### src/rtl/csvs_pkg.sv
// csvs_pkg: types, character codes and the per-byte parse step of the CSV splitter.
// Depends on nothing; every other file but csvs_ifs refers to it by scoped names.
package csvs_pkg;

    // Result run sizing: one input byte yields at most MAX_OUT results
    localparam int MAX_OUT   = 8;
    localparam int RUN_IDX_W = $clog2(MAX_OUT);
    localparam int RUN_CNT_W = $clog2(MAX_OUT + 1);

    // Character codes
    localparam logic [7:0] CH_QUOTE = 8'h22;
    localparam logic [7:0] CH_COMMA = 8'h2C;
    localparam logic [7:0] CH_LF    = 8'h0A;
    localparam logic [7:0] CH_CR    = 8'h0D;
    localparam logic [7:0] BOM_B0   = 8'hEF;
    localparam logic [7:0] BOM_B1   = 8'hBB;
    localparam logic [7:0] BOM_B2   = 8'hBF;

    typedef enum logic [2:0] {
        ST_START    = 3'd0,
        ST_UNQUOTED = 3'd1,
        ST_QUOTED   = 3'd2,
        ST_ESCAPE   = 3'd3
    } t_parse_st;

    typedef enum logic [1:0] {
        KIND_BYTE = 2'd0,
        KIND_FEND = 2'd1,
        KIND_REND = 2'd2
    } t_kind;

    typedef struct packed {
        t_kind      kind;
        logic [7:0] data;
    } t_res;

    typedef struct packed {
        t_res [MAX_OUT-1:0]   res;
        logic [RUN_CNT_W-1:0] cnt;
    } t_run;

    typedef struct packed {
        t_parse_st  st;
        logic       fhb;   // field has bytes
        logic       rhf;   // row has fields
        logic       hcr;   // CR held for one byte
        logic [1:0] bom;   // BOM bytes matched
        logic       ats;   // at text start
    } t_ctx;

    typedef struct packed {
        t_ctx ctx;
        t_run run;
    } t_work;

    // Front to queue: one run per accepted item that produces results
    typedef struct packed {
        logic en;
        t_run run;
    } t_push;

    // Queue to back: head run and whether it is there
    typedef struct packed {
        logic valid;
        t_run run;
    } t_head;

    localparam t_ctx CTX_RESET = '{ST_START, 1'b0, 1'b0, 1'b0, 2'd0, 1'b1};

    // Append one result, dropping anything past the run capacity
    function automatic t_work f_emit(t_work w, t_kind k, logic [7:0] d);
        t_work r;
        r = w;
        if (r.run.cnt < RUN_CNT_W'(MAX_OUT)) begin
            r.run.res[r.run.cnt[RUN_IDX_W-1:0]].kind = k;
            r.run.res[r.run.cnt[RUN_IDX_W-1:0]].data = (k == KIND_BYTE) ? d : 8'h00;
            r.run.cnt = r.run.cnt + 1'b1;
        end
        return r;
    endfunction

    function automatic t_work f_close(t_work w);
        t_work r;
        r = f_emit(w, KIND_FEND, 8'h00);
        r.ctx.rhf = 1'b1;
        r.ctx.fhb = 1'b0;
        r.ctx.st  = ST_START;
        return r;
    endfunction

    function automatic t_work f_end_row(t_work w);
        t_work r;
        r = f_emit(w, KIND_REND, 8'h00);
        r.ctx.rhf = 1'b0;
        return r;
    endfunction

    function automatic t_work f_content(t_work w, logic [7:0] c);
        t_work r;
        r = f_emit(w, KIND_BYTE, c);
        r.ctx.fhb = 1'b1;
        return r;
    endfunction

    // One byte through the quote/field machine
    function automatic t_work f_process(t_work w, logic [7:0] c);
        t_work r;
        r = w;
        case (w.ctx.st)
            ST_UNQUOTED: begin
                if (c == CH_COMMA) begin
                    r = f_close(r);
                end else if (c == CH_LF) begin
                    r = f_end_row(f_close(r));
                end else begin
                    r = f_content(r, c);
                end
            end
            ST_QUOTED: begin
                if (c == CH_QUOTE) begin
                    r.ctx.st = ST_ESCAPE;
                end else begin
                    r = f_content(r, c);
                end
            end
            ST_ESCAPE: begin
                if (c == CH_QUOTE) begin
                    r = f_content(r, CH_QUOTE);
                    r.ctx.st = ST_QUOTED;
                end else if (c == CH_COMMA) begin
                    r = f_close(r);
                end else if (c == CH_LF) begin
                    r = f_end_row(f_close(r));
                end else begin
                    // stray byte after a closing quote is dropped
                    r.ctx.st = ST_QUOTED;
                end
            end
            default: begin
                if (c == CH_COMMA) begin
                    r = f_close(r);
                end else if (c == CH_LF) begin
                    r = f_end_row(f_close(r));
                end else if (c == CH_QUOTE) begin
                    r.ctx.fhb = 1'b0;
                    r.ctx.st  = ST_QUOTED;
                end else begin
                    r.ctx.st = ST_UNQUOTED;
                    r = f_content(r, c);
                end
            end
        endcase
        return r;
    endfunction

    // CR stage: hold a CR until the next byte shows whether LF follows
    function automatic t_work f_feed(t_work w, logic [7:0] c, logic last);
        t_work r;
        r = w;
        if (r.ctx.hcr) begin
            r.ctx.hcr = 1'b0;
            if (c != CH_LF) begin
                r = f_process(r, CH_CR);
            end
        end
        if (c == CH_CR && !last) begin
            r.ctx.hcr = 1'b1;
        end else begin
            r = f_process(r, c);
        end
        return r;
    endfunction

    // Full per-byte step: BOM skip, CR stage, parse, end-of-data flush
    function automatic t_work f_step(t_ctx ctx, logic [7:0] c, logic last);
        t_work      r;
        logic       consumed;
        logic [1:0] p;
        r        = '0;
        r.ctx    = ctx;
        consumed = 1'b0;
        p        = ctx.bom;
        if (ctx.ats) begin
            if (p == 2'd0 && c == BOM_B0 && !last) begin
                r.ctx.bom = 2'd1;
                consumed  = 1'b1;
            end else if (p == 2'd1 && c == BOM_B1 && !last) begin
                r.ctx.bom = 2'd2;
                consumed  = 1'b1;
            end else if (p == 2'd2 && c == BOM_B2) begin
                r.ctx.bom = 2'd0;
                r.ctx.ats = 1'b0;
                consumed  = 1'b1;
            end else begin
                // broken BOM: replay the matched bytes as text
                if (p >= 2'd1) begin
                    r = f_feed(r, BOM_B0, 1'b0);
                end
                if (p >= 2'd2) begin
                    r = f_feed(r, BOM_B1, 1'b0);
                end
                r.ctx.bom = 2'd0;
                r.ctx.ats = 1'b0;
            end
        end
        if (!consumed) begin
            r = f_feed(r, c, last);
        end
        if (last) begin
            if (r.ctx.hcr) begin
                r.ctx.hcr = 1'b0;
                r = f_process(r, CH_CR);
            end
            if (r.ctx.fhb) begin
                r = f_close(r);
            end
            if (r.ctx.rhf) begin
                r = f_end_row(r);
            end
            r.ctx = CTX_RESET;
        end
        return r;
    endfunction

endpackage

### src/rtl/csvs_ifs.sv
// Channel interfaces of the CSV splitter: text bytes in, parse results out.
// Depends on nothing; payload widths follow the block's field list.
interface csvs_in_if;
    logic       valid;
    logic       ready;
    logic [7:0] data_byte;
    logic       end_of_data;

    modport source(output valid, output data_byte, output end_of_data, input ready);
    modport sink(input valid, input data_byte, input end_of_data, output ready);
endinterface

interface csvs_out_if;
    logic       valid;
    logic       ready;
    logic [1:0] item_kind;
    logic [7:0] content_byte;
    logic       last_of_run;

    modport source(output valid, output item_kind, output content_byte,
                   output last_of_run, input ready);
    modport sink(input valid, input item_kind, input content_byte,
                 input last_of_run, output ready);
endinterface

### src/rtl/csvs_front.sv
// csvs_front: accepts text bytes, runs the parse step and pushes result runs.
// Depends on csvs_pkg and csvs_in_if.
module csvs_front (
    input  logic               i_clk,
    input  logic               i_rst_n,
    csvs_in_if.sink            i_in,
    input  logic               i_full,
    output csvs_pkg::t_push    o_push
);

    csvs_pkg::t_ctx  r_ctx;
    csvs_pkg::t_ctx  n_ctx;
    csvs_pkg::t_work w_step;
    logic            w_accept;

    assign i_in.ready = !i_full;
    assign w_accept   = i_in.valid && i_in.ready;

    // Evaluate the step for the byte on the channel
    always_comb begin
        w_step = csvs_pkg::f_step(r_ctx, i_in.data_byte, i_in.end_of_data);
    end

    // Next state: advance only on an accepted item
    always_comb begin
        n_ctx = r_ctx;
        if (w_accept) begin
            n_ctx = w_step.ctx;
        end
    end

    // Outputs: push a run only when the item produced results
    always_comb begin
        o_push.en  = w_accept && (w_step.run.cnt != '0);
        o_push.run = w_step.run;
    end

    always_ff @(posedge i_clk) begin
        if (!i_rst_n) begin
            r_ctx <= csvs_pkg::CTX_RESET;
        end else begin
            r_ctx <= n_ctx;
        end
    end

endmodule

### src/rtl/csvs_run_fifo.sv
// csvs_run_fifo: short queue of result runs between front and back.
// Depends on csvs_pkg for the run and handshake structs.
module csvs_run_fifo #(
    parameter int DEPTH = 4
) (
    input  logic            i_clk,
    input  logic            i_rst_n,
    input  csvs_pkg::t_push i_push,
    input  logic            i_pop,
    output logic            o_full,
    output csvs_pkg::t_head o_head
);

    localparam int PTR_W = (DEPTH > 1) ? $clog2(DEPTH) : 1;
    localparam int CNT_W = $clog2(DEPTH + 1);

    csvs_pkg::t_run   r_mem [DEPTH];
    logic [PTR_W-1:0] r_wr_ptr;
    logic [PTR_W-1:0] r_rd_ptr;
    logic [CNT_W-1:0] r_count;

    assign o_full       = (r_count == CNT_W'(DEPTH));
    assign o_head.valid = (r_count != '0);
    assign o_head.run   = r_mem[r_rd_ptr];

    // Store the pushed run
    always_ff @(posedge i_clk) begin
        if (i_push.en) begin
            r_mem[r_wr_ptr] <= i_push.run;
        end
    end

    // Advance pointers and occupancy
    always_ff @(posedge i_clk) begin
        if (!i_rst_n) begin
            r_wr_ptr <= '0;
            r_rd_ptr <= '0;
            r_count  <= '0;
        end else begin
            if (i_push.en) begin
                r_wr_ptr <= (r_wr_ptr == PTR_W'(DEPTH - 1)) ? '0 : r_wr_ptr + 1'b1;
            end
            if (i_pop) begin
                r_rd_ptr <= (r_rd_ptr == PTR_W'(DEPTH - 1)) ? '0 : r_rd_ptr + 1'b1;
            end
            case ({i_push.en, i_pop})
                2'b10:   r_count <= r_count + 1'b1;
                2'b01:   r_count <= r_count - 1'b1;
                default: r_count <= r_count;
            endcase
        end
    end

    a_no_overflow: assert property (@(posedge i_clk) disable iff (!i_rst_n)
        i_push.en |-> (r_count != CNT_W'(DEPTH)))
        else $error("run pushed into a full queue");

    a_no_underflow: assert property (@(posedge i_clk) disable iff (!i_rst_n)
        i_pop |-> (r_count != '0))
        else $error("run popped from an empty queue");

    a_count_up: assert property (@(posedge i_clk) disable iff (!i_rst_n)
        (i_push.en && !i_pop) |=> (r_count == CNT_W'($past(r_count) + 1'b1)))
        else $error("queue occupancy lost a push");

endmodule

### src/rtl/csvs_back.sv
// csvs_back: head run to output register, one result per cycle while ready.
// Depends on csvs_pkg and csvs_out_if.
module csvs_back (
    input  logic            i_clk,
    input  logic            i_rst_n,
    input  csvs_pkg::t_head i_head,
    output logic            o_pop,
    csvs_out_if.source      o_out
);

    localparam int IDX_W = csvs_pkg::RUN_IDX_W;
    localparam int CNT_W = csvs_pkg::RUN_CNT_W;

    logic [IDX_W-1:0] r_idx;
    logic             r_out_valid;
    csvs_pkg::t_res   r_out;
    logic             r_out_last;
    csvs_pkg::t_res   w_sel;
    logic             w_sel_last;
    logic             w_load;

    assign w_sel      = i_head.run.res[r_idx];
    assign w_sel_last = ((CNT_W'(r_idx) + 1'b1) == i_head.run.cnt);
    assign w_load     = i_head.valid && (!r_out_valid || o_out.ready);
    assign o_pop      = w_load && w_sel_last;

    assign o_out.valid        = r_out_valid;
    assign o_out.item_kind    = r_out.kind;
    assign o_out.content_byte = r_out.data;
    assign o_out.last_of_run  = r_out_last;

    // Step through the run; drop the head after its last result
    always_ff @(posedge i_clk) begin
        if (!i_rst_n) begin
            r_idx       <= '0;
            r_out_valid <= 1'b0;
        end else begin
            if (w_load) begin
                r_idx       <= w_sel_last ? '0 : r_idx + 1'b1;
                r_out_valid <= 1'b1;
            end else if (o_out.ready) begin
                r_out_valid <= 1'b0;
            end
        end
    end

    // Hold payload while the receiver stalls
    always_ff @(posedge i_clk) begin
        if (w_load) begin
            r_out      <= w_sel;
            r_out_last <= w_sel_last;
        end
    end

endmodule

### src/rtl/csv_field_row_splitter.sv
// CSV field/row splitter, top level.
// Depends on csvs_pkg, csvs_ifs, csvs_front, csvs_run_fifo and csvs_back.
//
// i_in carries one byte of CSV text per item with end_of_data on the final
// byte. o_out carries result items: content bytes, field ends and row ends,
// with last_of_run set on the final result caused by one input byte. Bytes
// that cause no result (BOM bytes, a held CR, an opening quote) leave no trace.
//
// Input is taken one byte per cycle while the queue is not full: the front
// resolves BOM, CR and quote handling for a byte combinationally and pushes
// the byte's results as one run into a QUEUE_DEPTH-entry queue. The back
// sends one result per cycle while the receiver is ready; sustained rate is
// one byte per cycle while each byte yields at most one result and the
// receiver is ready.
//
// Reset (synchronous, active low) empties the queue and output register and
// returns the parser to start of text. When the receiver stalls, the output
// holds; the queue fills, then i_in.ready drops until a run drains.
module csv_field_row_splitter #(
    parameter int QUEUE_DEPTH = 4
) (
    input  logic        i_clk,
    input  logic        i_rst_n,
    csvs_in_if.sink     i_in,
    csvs_out_if.source  o_out
);

    csvs_pkg::t_push w_push;
    csvs_pkg::t_head w_head;
    logic            w_full;
    logic            w_pop;

    csvs_front u_front (
        .i_clk   (i_clk),
        .i_rst_n (i_rst_n),
        .i_in    (i_in),
        .i_full  (w_full),
        .o_push  (w_push)
    );

    csvs_run_fifo #(
        .DEPTH (QUEUE_DEPTH)
    ) u_fifo (
        .i_clk   (i_clk),
        .i_rst_n (i_rst_n),
        .i_push  (w_push),
        .i_pop   (w_pop),
        .o_full  (w_full),
        .o_head  (w_head)
    );

    csvs_back u_back (
        .i_clk   (i_clk),
        .i_rst_n (i_rst_n),
        .i_head  (w_head),
        .o_pop   (w_pop),
        .o_out   (o_out)
    );

endmodule
### src/flat_wrapper.sv
// flat-port wrapper written by rule: the top's interface ports become plain ports
module csv_field_row_splitter_flat 
#(
    parameter int QUEUE_DEPTH = 4
)
  (i_clk, i_rst_n, i_in_valid, i_in_data_byte, i_in_end_of_data, i_in_ready, o_out_valid, o_out_item_kind, o_out_content_byte, o_out_last_of_run, o_out_ready);
  csvs_in_if i_in_i ();
  csvs_out_if o_out_i ();
  input  logic i_clk;
  input  logic i_rst_n;
  input wire logic [$bits(i_in_i.valid)-1:0] i_in_valid;
  input wire logic [$bits(i_in_i.data_byte)-1:0] i_in_data_byte;
  input wire logic [$bits(i_in_i.end_of_data)-1:0] i_in_end_of_data;
  output wire logic [$bits(i_in_i.ready)-1:0] i_in_ready;
  output wire logic [$bits(o_out_i.valid)-1:0] o_out_valid;
  output wire logic [$bits(o_out_i.item_kind)-1:0] o_out_item_kind;
  output wire logic [$bits(o_out_i.content_byte)-1:0] o_out_content_byte;
  output wire logic [$bits(o_out_i.last_of_run)-1:0] o_out_last_of_run;
  input wire logic [$bits(o_out_i.ready)-1:0] o_out_ready;
  assign i_in_i.valid = i_in_valid;
  assign i_in_i.data_byte = i_in_data_byte;
  assign i_in_i.end_of_data = i_in_end_of_data;
  assign i_in_ready = i_in_i.ready;
  assign o_out_valid = o_out_i.valid;
  assign o_out_item_kind = o_out_i.item_kind;
  assign o_out_content_byte = o_out_i.content_byte;
  assign o_out_last_of_run = o_out_i.last_of_run;
  assign o_out_i.ready = o_out_ready;
  csv_field_row_splitter #(.QUEUE_DEPTH(QUEUE_DEPTH)) u_core (.i_clk(i_clk), .i_rst_n(i_rst_n), .i_in(i_in_i), .o_out(o_out_i));
endmodule
### config.mk
export PLATFORM = sky130hd
export DESIGN_NAME = csv_field_row_splitter_flat
export DESIGN_NICKNAME = d
export VERILOG_FILES = /design/src/rtl/csvs_pkg.sv /design/src/rtl/csvs_ifs.sv /design/src/rtl/csvs_front.sv /design/src/rtl/csvs_run_fifo.sv /design/src/rtl/csvs_back.sv /design/src/rtl/csv_field_row_splitter.sv /design/src/flat_wrapper.sv
export SDC_FILE = /design/constraint.sdc
export NUM_CORES = 1
export LEC_CHECK = 0
export ABC_AREA = 1
export BUFFER_PORTS_ARGS = -buffer_cell sky130_fd_sc_hd__buf_2
export CAP_MARGIN = 20
export CORE_UTILIZATION = 40
export CTS_BUF_LIST = sky130_fd_sc_hd__clkbuf_4
export CTS_CLUSTER_DIAMETER = 60
export DETAILED_ROUTE_END_ITERATION = 8
export HOLD_SLACK_MARGIN = 0.06
export MAX_ROUTING_LAYER = met4
export SLEW_MARGIN = 20
export SYNTH_ARGS = -nofsm -noshare
export SYNTH_HDL_FRONTEND = slang
export SYNTH_HIERARCHICAL = 1
export SYNTH_SLANG_ARGS = --single-unit
### constraint.sdc
create_clock -name i_clk -period 15.1 [get_ports i_clk]
set_input_delay 3.02 -clock i_clk [delete_from_list [all_inputs] [get_ports i_clk]]
set_output_delay 3.02 -clock i_clk [all_outputs]
set_load 0.01 [all_outputs]
==> flow_summary.yaml <==
worst_hold_path:
  hp-start: "u_core/u_front/r_ctx[4]$_SDFFE_PN0P_"
  min_path_cells: 2
  hold-path-endpoint: "u_core/u_front/r_ctx[4]$_SDFFE_PN0P_"
  hp-class: "reg2reg"
floorplan:
  pin_count: 26
  core_sq_um: 47700
  initial_core_util_pct: 40.5
  dieWidth_microns: 222
  die_h_microns: 222
  die_area_sq_um: 49300
  row_count: 80
placed_design:
  dp_cells: 2533
  io_buffers: 25
  gp_congestion: 0.965
  hpwl_microns: 39400
job:
  maxCapViolCount: 0
timing:
  setup_violations: 0
  setup_tns_ns: 0
  clock.fmax_mhz: 104
  slew_violations: 0
  worst_pin_slew_ns: 1.16
  finalCritPeriodShare_pct: 63.6
  finalHoldViolCount: 0
  whs_ns: 0.471
  min_period_ns: 9.60
  fin_worst_skew_ns: 0.0874
  slew_headroom_pct: 21.9
  rsz0062_at_grt: "false"
global_route:
  grt_pass1_vias: 14300
  grt_usage_pct: 24.7
  grt_overflow: 0
  grt_max_degree: 83
  antenna_found_initial: 2
  grt_pass1_wl_microns: 88800
critical_path:
  critical_path_required_ns: 15.48
  crit_path_top_delay_cell: "buf_4"
  rr_worst_depth: 45
  crit_family: "simple AND/OR/NAND/NOR gates"
  crit_buf_inv: 8
  crit_type: "in2reg"
  cpMostUsedCell: "nand2_1"
  crit_path_end_kind: "register"
  r2r_setup_slack_ns: 6.06
  worst_ep_arrival_time_ns: 9.98
  cp-start-kind: "primary input"
  worstReg2RegEnd: "u_core/u_fifo/r_mem[1][81]$_DFFE_PP_"
  cp_max_fo: 58
  critPathMaxStageDelay_ns: 0.83
  r2r_start: "u_core/u_front/r_ctx[7]$_SDFFE_PN0P_"
clock_tree:
  cts_sinks: 369
  cts_max_level: 3
  clock_latency_ns: 0.84
  root_buffer: "clkbuf_4"
  postCtsSetupBuffers: 0
  hold_buffers: 0
  clk_pin_slew_ns: 0.07
  cts_buffer_depth: 3
  cts_resized: 0
  cts_buffers: 95
  cts_tree: "yes"
synthesis:
  yosysWarnings: 6
  ys_ff_latch: 369
  ys_seq_area_share_pct: 56.1
  synth_cells: 2057
  synth-async-reset-ratio_pct: 0
  post-synth-top-area-cell: "edfxtp_1"
  ys_types: 52
  dominantRegCellSynth: "edfxtp_1"
  synth_nets: 2090
  yosysMostFrequentCell: "edfxtp_1"
  synth-edff-count: 347
  syn_area_sq_um: 19400
  syn_area_per_cell_sq_um: 9.41
  yosys-top-cells-area: "edfxtp_1 (54%), nor2_1 (6.5%), o21ai_0 (5.6%)"
  yosysTopAreaCellShare_pct: 53.8
  synthTopCellsByCount: "edfxtp_1 (347), nor2_1 (337), nand2_1 (269), o21ai_0 (217), inv_1 (141)"
final_layout:
  nFillCells: 4639
  syn2layout_area_growth_pct: 5.70
  stdcell_count: 2709
  final_core_util_pct: 42.9
  regArea_sq_um: 10900
  layout.nets: 2048
  final_layout_size_suffix_gt1_share_pct: 13.5
  multiInputGateArea_sq_um: 6680
power:
  peakVddDrop_mv: 0.107
  powerDensity_nw_per_um2: 153
  p_leak_nw: 7.61
drt:
  viasPerCell: 5.62
  wire_per_inst_microns: 21.9
  drt-initial-drc-count: 1490
  firstDrtPassIters: 6
  drt_drc_violations_left: 0
  wl_microns: 59400
  vias: 15200
  antenna_left: 0
status:
  status: "finished, final reports clean"
sequential cells by signal, indices dropped and copies added, names as in the netlist, named ones only:
| name | flops |
|---|---|
| u_core/u_back/o_out.content_byte | 8 |
| u_core/u_back/o_out.item_kind | 2 |
| u_core/u_back/o_out.last_of_run | 1 |
| u_core/u_back/o_out.valid | 1 |
| u_core/u_back/r_idx | 3 |
| u_core/u_fifo/r_count | 3 |
| u_core/u_fifo/r_mem | 336 |
| u_core/u_fifo/r_rd_ptr | 2 |
| u_core/u_fifo/r_wr_ptr | 2 |
| u_core/u_front/r_ctx | 9 |
metal layers:
| layer | wire, microns | global-route usage (%) | vias up |
|---|---|---|---|
| met5 | 0 | - | - |
| li1 | - | - | 7098 |
| met2 | 27900 | 38.4 | 622 |
| met3 | 4100 | 3.46 | 100 |
| met4 | 1600 | 9.48 | 0 |
| met1 | 25800 | 32.9 | 7417 |
layout by cell type, fill, tap and decap left out, types with 24 or more instances in the layout:
cell        n
nor2_1    337
nand3_1    80
o21ai_0   217
clkbuf_4  126
inv_1     136
nand4_1    27
nand2_1   269
o21ai_1    92
buf_2      25
buf_4      24
clkinv_1   34
a21oi_1    66
nor3_1     32
edfxtp_1  347
o22ai_1    90
report_power, final:
part	internal [mW]	total (mW)	switching (mW)
Sequential	1.32	1.37	0.0503
Clock	0.444	0.851	0.407
Combinational	0.240	0.898	0.659
worst min-delay path, delay by kind of cell, from the launching register on:
kind	cells	cell delay (ns)
flops	1	0.31
compound gates	1	0.05
simple gates	1	0.06
per-stage QoR:
| stage | worst slack (ns) | cell area, sq um | power (mW) |
|---|---|---|---|
| after floorplan | 5.19 | 19400 | 2.04 |
| after global placement | 4.93 | 19200 | 2.28 |
| after detailed placement | 4.78 | 19200 | 2.29 |
| after CTS | 5.61 | 20500 | 3.14 |
| after global routing | 4.91 | 20500 | 3.30 |
| final | 5.50 | 20500 | 3.12 |
worst max path at each step:
| stage | startpoint | endpoint | cells after the start |
|---|---|---|---|
| 2_1_floorplan | i_in_data_byte[7] | u_core/u_fifo/r_mem[3][0]$_DFFE_PP_ | 42 |
| 3_3_place_gp | i_in_data_byte[5] | u_core/u_fifo/r_mem[2][55]$_DFFE_PP_ | 43 |
| 3_5_place_dp | i_in_data_byte[5] | u_core/u_fifo/r_mem[1][45]$_DFFE_PP_ | 41 |
| 4_1_cts | i_in_data_byte[5] | u_core/u_fifo/r_mem[2][70]$_DFFE_PP_ | 41 |
| 5_1_grt | i_in_data_byte[5] | u_core/u_fifo/r_mem[2][61]$_DFFE_PP_ | 41 |
| 6_report | i_in_data_byte[5] | u_core/u_fifo/r_mem[1][81]$_DFFE_PP_ | 41 |
cell families after synthesis:
group,Yosys count,synth area share (%)
XOR/XNOR,4,0.181
buffers and inverters,347,9.41
adder cells (fa/ha/maj),20,1.33
flip-flops,369,56.1
AO/OA/AOI/OAI,506,14.5
AND/OR/NAND/NOR,811,18.5
layout make-up:
type                            instances  area share (%)
Clock inverter                         48            1.36
Timing Repair Buffer                   49            1.49
Antenna cell                            2          0.0245
Inverter                              159            2.99
Clock buffer                          126            4.62
Tap cell                              615            3.76
Sequential cell                       369            53.1
Multi-Input combinational cell       1341            32.6
Note: power is estimated with default switching activity, not from simulation.
